$ cat src/sv/bsb_pkg.sv
// shared types and constants for the bidirectional bubble sort block
// used by bsb_cell and bubble_sort_bidirectional; no dependencies
package bsb_pkg;

    localparam int unsigned VALUE_W = 32;

    typedef logic signed [VALUE_W-1:0] bsb_value_t;

    // per-cycle command broadcast to every cell of the chain
    typedef struct packed {
        logic insert;   // place the incoming value in sorted position
        logic shift;    // move every entry one cell toward the head
    } bsb_op_t;

endpackage

$ cat src/sv/bsb_cell.sv
// one cell of the insertion chain: holds one entry and its valid bit
// depends on bsb_pkg
module bsb_cell
    import bsb_pkg::*;
(
    input  logic       clk,
    input  logic       rst_n,
    input  bsb_op_t    op,
    input  logic       descending,
    input  bsb_value_t new_value,
    input  bsb_value_t prev_value,
    input  logic       prev_valid,
    input  logic       prev_ahead,
    input  bsb_value_t next_value,
    input  logic       next_valid,
    output bsb_value_t value,
    output logic       valid,
    output logic       ahead
);

    bsb_value_t value_reg;
    bsb_value_t value_next;
    logic       valid_reg;
    logic       valid_next;

    // strict compare keeps equal values in arrival order
    always_comb
    begin
        if (!valid_reg)
        begin
            ahead = 1'b1;
        end
        else if (descending)
        begin
            ahead = new_value > value_reg;
        end
        else
        begin
            ahead = new_value < value_reg;
        end
    end

    always_comb
    begin
        value_next = value_reg;
        valid_next = valid_reg;
        if (op.shift)
        begin
            value_next = next_value;
            valid_next = next_valid;
        end
        else if (op.insert)
        begin
            if (prev_ahead)
            begin
                // the new value lands above this cell, entry moves down
                value_next = prev_value;
                valid_next = prev_valid;
            end
            else if (ahead)
            begin
                value_next = new_value;
                valid_next = 1'b1;
            end
        end
    end

    always_ff @(posedge clk or negedge rst_n)
    begin
        if (!rst_n)
        begin
            valid_reg <= 1'b0;
        end
        else
        begin
            valid_reg <= valid_next;
        end
    end

    always_ff @(posedge clk)
    begin
        value_reg <= value_next;
    end

    assign value = value_reg;
    assign valid = valid_reg;

endmodule

$ cat src/sv/bubble_sort_bidirectional.sv
// load: one input per cycle; each value that fits is inserted in sorted position on arrival
// emit: once the last-marked input has set the state to emit, results leave the head cell
// through the output register, one per cycle while m_tready is high
// the chain of DEPTH cells sets capacity; the next list is taken once the final value has left
// the chain, while the last result may still wait in the output register
// rst_n (async, active low) empties the chain, clears counters, flags and the order register
module bubble_sort_bidirectional
    import bsb_pkg::*;
#(
    parameter int unsigned DEPTH = 16
)
(
    input  logic               clk,
    input  logic               rst_n,
    input  logic               s_tvalid,
    output logic               s_tready,
    input  logic [VALUE_W-1:0] s_tdata,   // [31:0] value
    input  logic               s_tlast,   // is_last
    output logic               m_tvalid,
    input  logic               m_tready,
    output logic [VALUE_W-1:0] m_tdata,   // [31:0] value_res
    output logic               m_tlast,   // is_last_res
    output logic               m_tuser,   // [0] dropped
    input  logic               cfg_valid,
    output logic               cfg_ready,
    input  logic               cfg_data   // descending
);

    localparam int unsigned CNT_W = $clog2(DEPTH + 1);

    typedef enum logic
    {
        ST_LOAD,
        ST_EMIT
    } state_t;

    state_t             state_reg;
    logic [CNT_W-1:0]   count_reg;
    logic [CNT_W-1:0]   remain_reg;
    logic               overflow_reg;
    logic               batch_drop_reg;
    logic               descending_reg;
    logic               m_tvalid_reg;
    logic [VALUE_W-1:0] m_tdata_reg;
    logic               m_tlast_reg;
    logic               m_tuser_reg;

    bsb_op_t            op;
    bsb_value_t         cell_value [DEPTH];
    logic               cell_valid [DEPTH];
    logic               cell_ahead [DEPTH];

    logic               in_xact;
    logic               has_room;
    logic               out_load;

    assign s_tready  = (state_reg == ST_LOAD);
    assign cfg_ready = 1'b1;
    assign in_xact   = s_tvalid && s_tready;
    assign has_room  = count_reg < CNT_W'(DEPTH);
    assign out_load  = (state_reg == ST_EMIT) && (remain_reg != '0)
                       && (!m_tvalid_reg || m_tready);

    assign op.insert = in_xact && has_room;
    assign op.shift  = out_load;

    generate
        for (genvar i = 0; i < DEPTH; i++)
        begin : g_cell
            bsb_value_t prev_value;
            logic       prev_valid;
            logic       prev_ahead;
            bsb_value_t next_value;
            logic       next_valid;

            if (i == 0)
            begin : g_head
                assign prev_value = '0;
                assign prev_valid = 1'b0;
                assign prev_ahead = 1'b0;
            end
            else
            begin : g_body
                assign prev_value = cell_value[i-1];
                assign prev_valid = cell_valid[i-1];
                assign prev_ahead = cell_ahead[i-1];
            end

            if (i == DEPTH - 1)
            begin : g_tail
                assign next_value = '0;
                assign next_valid = 1'b0;
            end
            else
            begin : g_inner
                assign next_value = cell_value[i+1];
                assign next_valid = cell_valid[i+1];
            end

            bsb_cell u_cell
            (
                .clk        (clk),
                .rst_n      (rst_n),
                .op         (op),
                .descending (descending_reg),
                .new_value  (bsb_value_t'(s_tdata)),
                .prev_value (prev_value),
                .prev_valid (prev_valid),
                .prev_ahead (prev_ahead),
                .next_value (next_value),
                .next_valid (next_valid),
                .value      (cell_value[i]),
                .valid      (cell_valid[i]),
                .ahead      (cell_ahead[i])
            );
        end
    endgenerate

    always_ff @(posedge clk or negedge rst_n)
    begin
        if (!rst_n)
        begin
            state_reg      <= ST_LOAD;
            count_reg      <= '0;
            remain_reg     <= '0;
            overflow_reg   <= 1'b0;
            batch_drop_reg <= 1'b0;
            descending_reg <= 1'b0;
            m_tvalid_reg   <= 1'b0;
            m_tdata_reg    <= '0;
            m_tlast_reg    <= 1'b0;
            m_tuser_reg    <= 1'b0;
        end
        else
        begin
            if (cfg_valid && cfg_ready)
            begin
                descending_reg <= cfg_data;
            end

            // output register drains independently of loading
            if (out_load)
            begin
                m_tvalid_reg <= 1'b1;
                m_tdata_reg  <= cell_value[0];
                m_tlast_reg  <= (remain_reg == CNT_W'(1));
                m_tuser_reg  <= batch_drop_reg;
            end
            else if (m_tready)
            begin
                m_tvalid_reg <= 1'b0;
            end

            unique case (state_reg)
                ST_LOAD:
                begin
                    if (in_xact)
                    begin
                        if (s_tlast)
                        begin
                            state_reg      <= ST_EMIT;
                            remain_reg     <= has_room ? count_reg + CNT_W'(1) : count_reg;
                            batch_drop_reg <= overflow_reg || !has_room;
                            count_reg      <= '0;
                            overflow_reg   <= 1'b0;
                        end
                        else if (has_room)
                        begin
                            count_reg <= count_reg + CNT_W'(1);
                        end
                        else
                        begin
                            overflow_reg <= 1'b1;
                        end
                    end
                end
                ST_EMIT:
                begin
                    if (out_load)
                    begin
                        remain_reg <= remain_reg - CNT_W'(1);
                        if (remain_reg == CNT_W'(1))
                        begin
                            state_reg <= ST_LOAD;
                        end
                    end
                end
                default:
                begin
                    state_reg <= ST_LOAD;
                end
            endcase
        end
    end

    assign m_tvalid = m_tvalid_reg;
    assign m_tdata  = m_tdata_reg;
    assign m_tlast  = m_tlast_reg;
    assign m_tuser  = m_tuser_reg;

endmodule

$ cat config.mk
export PLATFORM = sky130hd
export DESIGN_NAME = bubble_sort_bidirectional
export DESIGN_NICKNAME = d
export VERILOG_FILES = /design/src/sv/bsb_pkg.sv /design/src/sv/bsb_cell.sv /design/src/sv/bubble_sort_bidirectional.sv
export SDC_FILE = /design/constraint.sdc
export NUM_CORES = 2
export LEC_CHECK = 0
export CAP_MARGIN = 20
export CORE_MARGIN = 2
export CORE_UTILIZATION = 60
export CTS_CLUSTER_SIZE = 20
export DETAILED_ROUTE_END_ITERATION = 8
export DONT_BUFFER_PORTS = 1
export PLACE_DENSITY = 0.84
export RECOVER_POWER = 50
export REMOVE_ABC_BUFFERS = 1
export SLEW_MARGIN = 20
export SYNTH_ARGS = -nofsm -noshare
export SYNTH_HDL_FRONTEND = slang
export SYNTH_SLANG_ARGS = --single-unit
$ cat constraint.sdc
create_clock -name clk -period 5.7 [get_ports clk]
set_clock_uncertainty 0.2 [all_clocks]
set_input_delay 0.285 -clock clk [delete_from_list [all_inputs] [get_ports clk]]
set_output_delay 0.285 -clock clk [all_outputs]
set_load 0.01 [all_outputs]
# After elaboration in Yosys (flattened, before gate mapping)
# Cells that the tools add are included.
dict set report word_totals {
  mem_bits_ro 0
  out_inout_bits 37
  register_bits 577
  latchBits 0
  mem_bits_rw 0
  n_memories 0
  inputBits 39
}
dict set report classes {
  div_mod_pow 0
  addsub 2
  eq_ne 5
  n_mux 171
  bitwise 1
  n_shift 0
  magnitude_cmp 33
  multipliers 0
  n_reduce_logical 49
}
# op n
set ops {}
lappend ops {{$mux 32} 61}
lappend ops {{$gt 32x32->1} 16}
lappend ops {{$lt 32x32->1} 16}
lappend ops {{$mux 1} 103}
lappend ops {{$reduce_bool 3->1} 15}
lappend ops {{$reduce_and 2->1} 18}
lappend ops {{$mux 5} 5}
lappend ops {{$pmux 5 s2} 1}
lappend ops {{$reduce_and 3->1} 3}
lappend ops {{$reduce_bool 2->1} 4}
lappend ops {{$ne 2x1->1 const B} 3}
lappend ops {{$add 5x1->5 const B} 1}
lappend ops {{$eq 5x1->1 const B} 1}
lappend ops {{$lt 5x5->1 const B} 1}
lappend ops {{$reduce_bool 5->1} 1}
lappend ops {{$sub 5x1->5 const B} 1}
lappend ops {{$logic_and 1x1->1} 4}
lappend ops {{$logic_not 1->1} 2}
lappend ops {{$logic_or 1x1->1} 2}
lappend ops {{$ne 2x2->1 const B} 1}
lappend ops {{$pmux 1 s2} 1}
lappend ops {{$not 1->1} 1}

# Logic depth before layout (Yosys ltp)
dict set report depth {
  ltp_word 7
  mapped_depth 14
  ltp_nobuf 11
}

# Hierarchy
# From an unflattened synthesis, not the netlist that was laid out.
dict set report hier_totals {
  hier_cells 4524
  area_unflattened_um2 42567.1
}
# module area_per_inst_um2 n_inst cells_each
set modules_own_cells {}
lappend modules_own_cells {bsb_cell 2527.4 16 268}
lappend modules_own_cells {bubble_sort_bidirectional 2128.3 1 236}

# Least setup slack after synthesis
# Ideal clock, no wire load.
dict set report synth_path {
  path_kind {input to register}
  start {input s_tdata[0]}
  end {register g_cell[14].u_cell.value_reg[0] (enable)}
  stages 12
  required_time_ps 5034
  t_arrival_ps 4452
  path_buffers 1
  slack_ps 583
  setup_ps 466
  path_cell_list {inv_1 -> ha_1 -> nor2b_1 -> o21a_1 -> o21ai_0 -> a21oi_1 -> o311ai_0 -> nand3_1 -> and4b_1 -> buf_2 -> nor2b_1 -> o21ai_0}
}
dict set report synth_via {
  elab_chain_cells 5
  elab_cells_between_ends 10
  cone_classes {order compare (4); mux (4); reduce/logical (2)}
}
# element line
set synth_rtl {}
lappend synth_rtl {{from (decl)} bubble_sort_bidirectional.sv:17} ;# input logic [VALUE_W-1:0] s_tdata,
lappend synth_rtl {{$lt 32x32->1 or $gt 32x32->1 (tied branches)} {bsb_cell.sv:39, bsb_cell.sv:35}}
lappend synth_rtl {{$mux 1} bsb_cell.sv:33} ;# else if (descending)
lappend synth_rtl {{$mux 1} bsb_cell.sv:29} ;# if (!valid_reg)
lappend synth_rtl {{$reduce_bool 3->1 (no line) *} --}
lappend synth_rtl {{$reduce_and 2->1 (no line) *} --}
lappend synth_rtl {{to (signal assigned)} bsb_cell.sv:82} ;# value_reg <= value_next;
lappend synth_rtl {{to (decl)} bsb_cell.sv:21} ;# bsb_value_t value_reg;
# Every way passes the cells marked *; elsewhere a longest branch is shown, timed or not.
# A chain may end at the register's enable or synchronous reset.

# Final worst setup path
dict set report layout_path {
  start {register g_cell[1].u_cell.value_reg[31]}
  end {register g_cell[2].u_cell.value_reg[12] (data pin)}
}
dict set report layout_via {
  elab_chain_cells 6
  elab_cells_between_ends 7
  cone_classes {order compare (2); mux (5)}
}
# element line
set layout_rtl {}
lappend layout_rtl {{from (decl)} bsb_cell.sv:21}
lappend layout_rtl {{from (signal assigned)} bsb_cell.sv:82}
lappend layout_rtl {{$lt 32x32->1 or $gt 32x32->1 (tied branches)} {bsb_cell.sv:39, bsb_cell.sv:35}}
lappend layout_rtl {{$mux 1 *} bsb_cell.sv:33}
lappend layout_rtl {{$mux 1 *} bsb_cell.sv:29}
lappend layout_rtl {{$mux 32 *} bsb_cell.sv:54} ;# if (prev_ahead)
lappend layout_rtl {{$mux 32 *} bsb_cell.sv:52} ;# else if (op.insert)
lappend layout_rtl {{$mux 32 *} bsb_cell.sv:47} ;# if (op.shift)
lappend layout_rtl {{via g_cell[2].u_cell.value_next[12]} bsb_cell.sv:22} ;# bsb_value_t value_next;
lappend layout_rtl {{to (signal assigned)} bsb_cell.sv:82}
lappend layout_rtl {{to (decl)} bsb_cell.sv:21}
# The timed path passes the listed nets; every way through them passes the cells marked *. The select of a mux whose other input is x is not followed.

==> run summary <==
CTS sink cnt - 577
Antenna violations before repair - 2
Post-cts sizing count - 0
Final worst-path cycle share - 87.6%
Via density - 7.15
Skew-Pair Late Insertion Delay - 0.64 ns
EDFF count, synth - 480
Worst Setup Start Kind - flop
DR WL met2 - 57500 µm
Wire per inst - 26.0 µm
Largest net degree at the start of global routing - 239
Final Instance Area - 0.0449 mm²
CP required - 5.76 ns
RSZ-0062 raised after global routing - false
DRC viols - 2
Num CTS Buffers - 66
Row count - 96
Minimum clock period after layout - 4.99 ns
Clock share of power - 14.2%
Peak supply drop - 0.306 mV
Setup bufs post-CTS - 0
Most used DFF post-synth - edfxtp_1
Post-place setup slack - 1.19 ns
Sequential area share after synthesis - 40.0%
Switching pwr - 0.0135 W
Unique masters post-synth - 74
Starting DRT DRC Count - 5124
Post-synth ARST share - 11.3%
Vias in the first global route - 34.9k
Core Region - 0.0687 mm²
CTS clk-pin slew, worst paths - 0.06 ns
CTS tree - done
Routed vias - 36.1k
Worst min path class - in -> async
Crit end category - flop
TNS Setup - 0 ns
Final setup fails - 0
Area delta synth->final - 7.79%
I/O pins - 76
First-pass GRT wire length - 199000 µm
CTS Root Cell - clkbuf_16
Top Layer Used - met5
GRT Residual Overflow - 0
Slew margin rel. - -51.1%
Critical Path Fanout Max - 63
Synth Instances - 4193
Drt pass-1 iters - 9
Status - finished, violations left
Slew @ Worst Pin - 2.26 ns
Sw Share - 44.5%
Die W - 268 µm
Hold Vio Cnt, Final - 0
GPL Wtd Cong - 0.910
Gr usage total - 35.8%
Final ANT Viol Nets - 0
Htree depth - 3
CTS Hold Buffers Added - 40
Max reg flops - 512
Port Buffers - 0
Yosys warns - 0
Syn_area_per_cell - 9.94 µm²
Die height - 268 µm
Internal power - 0.0169 W
Hpwl dp - 82500 µm
CP arrival - 5.06 ns
Critical path class - reg -> reg
Max Slew Vio Count - 153
Most common cell after layout, fill and taps aside - inv_1
Placed cell area - 0.0423 mm²
Met3 Wirelength - 17000 µm
Cell Area, Synth - 0.0417 mm²
Logic pwr share - 52.4%
Metal1 wirelength - 49000 µm
Layout net count - 4610
Power per standard cell area - 677 mW/mm²
Most frequent cells in the layout - 520 x inv_1, 515 x ha_1, 480 x edfxtp_1
Initial Util - 60.7%
Layout cells sized above 1 - 5.04%
Seq pwr share - 33.4%
Maximum clock path buffer count - 3
Max cap viols - 3
Post-route setup slack - 0.707 ns
Total routed wirelength - 131000 µm
Failing checks - DRC, capacitance limit, slew limit
Fillers - 5245
Yosys reg bits - 577
Die footprint - 0.0716 mm²
Leakage Power - 19.4 nW
Fmax - 200 MHz
[per-layer routing]
layer / global-route usage, % / up-vias
li1: - / 15800
met1: 47.2 / 17000
met2: 54.7 / 2595
met3: 8.73 / 636
met4: 18.5 / 4
met5: 0 / -
[per-stage QoR]
| step | hold WS, ns | cells | utilization [%] | power (W) |
|---|---|---|---|---|
| 6_report | 0.111 | 5039 | 65.4 | 0.0304 |
| 5_1_grt | 0.131 | 5038 | 65.4 | 0.0321 |
| 4_1_cts | 0.110 | 5034 | 65.4 | 0.0297 |
| 3_5_place_dp | -0.205 | 4875 | 61.6 | 0.0252 |
| 3_3_place_gp | -0.205 | 4875 | 61.6 | 0.0245 |
| 2_1_floorplan | -0.211 | 3880 | - | 0.0197 |
[synth_stat cells (10+ instances only)]
cell	instances	area share, %
nor2_1	119	1.1
o21a_1	16	0.29
buf_1	10	0.090
o211a_1	33	0.79
a211oi_1	234	4.2
nand3_1	49	0.59
dfrtp_1	65	3.9
o21ai_0	232	2.8
o221ai_1	33	0.69
mux2i_1	139	3.3
a311oi_1	32	0.67
edfxtp_1	480	35
clkbuf_1	239	2.2
nor3_1	29	0.35
nand2_1	327	2.9
o211ai_1	19	0.34
a21oi_1	189	2.3
o31a_1	37	0.78
dfxtp_1	32	1.5
a221o_1	292	7.0
nand2b_1	10	0.15
inv_1	520	4.7
and4_1	40	0.84
buf_2	39	0.47
nor2b_1	28	0.42
a31oi_1	54	0.81
and3_1	42	0.63
buf_6	12	0.32
a21o_1	92	1.7
ha_1	515	15
nand4_1	109	1.6
buf_4	13	0.23
[path summary, 6_finish.rpt]
path                                                               start                                        to  slack, ns  cells after the start
worst max-delay path                g_cell[1].u_cell.value[31]$_DFFE_PP_      g_cell[2].u_cell.value[12]$_DFFE_PP_       0.71                      9
min in group clk                                                cfg_data                descending_reg$_DFFE_PN0P_       0.14                      3
max in group asynchronous                                          rst_n                  overflow_reg$_DFFE_PN0P_       4.81                      2
worst min-delay path                                               rst_n       g_cell[12].u_cell.valid$_DFFE_PN0P_       0.11                      2
worst min register to register  g_cell[15].u_cell.value[29]$_SDFFE_PP0P_  g_cell[15].u_cell.value[29]$_SDFFE_PP0P_       0.31                      2
worst max register to register      g_cell[1].u_cell.value[31]$_DFFE_PP_      g_cell[2].u_cell.value[12]$_DFFE_PP_       0.71                      9
[power by group through the flow]
| stage | sequential, W | combinational (W) | clock [W] |
|---|---|---|---|
| after floorplan | 0.00921 | 0.0105 | 0 |
| after global placement | 0.0101 | 0.0144 | 0 |
| after detailed placement | 0.0101 | 0.0151 | 0 |
| after CTS | 0.0101 | 0.0154 | 0.00431 |
| after global routing | 0.0103 | 0.0174 | 0.00444 |
| final | 0.0102 | 0.0159 | 0.00433 |
[cell type report]
class                           instances  area (µm²)  share of cell area [%]
Antenna cell                            1        2.50                 0.00557
Clock buffer                           88        1850                    4.11
Clock inverter                         31         295                   0.657
Inverter                              520        1950                    4.34
Multi-Input combinational cell       2783       21900                    48.8
Sequential cell                       577       16700                    37.1
Tap cell                              931        1160                    2.59
Timing Repair Buffer                  108        1070                    2.39
[cell families after synthesis]
group           count (synthesis)  synth area share (%)
buf+inv                       833                  7.95
compound gates               1336                  23.8
other cells                     1               0.00900
fa+ha+maj                     515                  15.5
simple gates                  782                  9.15
flops                         577                  40.0
xor+xnor                        6                 0.126
mux                           143                  3.45
[worst max-delay path, cell delays in order, from the launching register on]
cell,delay (ns)
edfxtp_1,0.36
inv_1,0.08
ha_1,0.38
nand4_1,0.23
nor4bb_1,0.72
a211oi_1,0.26
and4_1,0.28
nor3_1,0.52
clkbuf_2,1.18
o221ai_1,0.38
(Power assumes the default switching activity.)
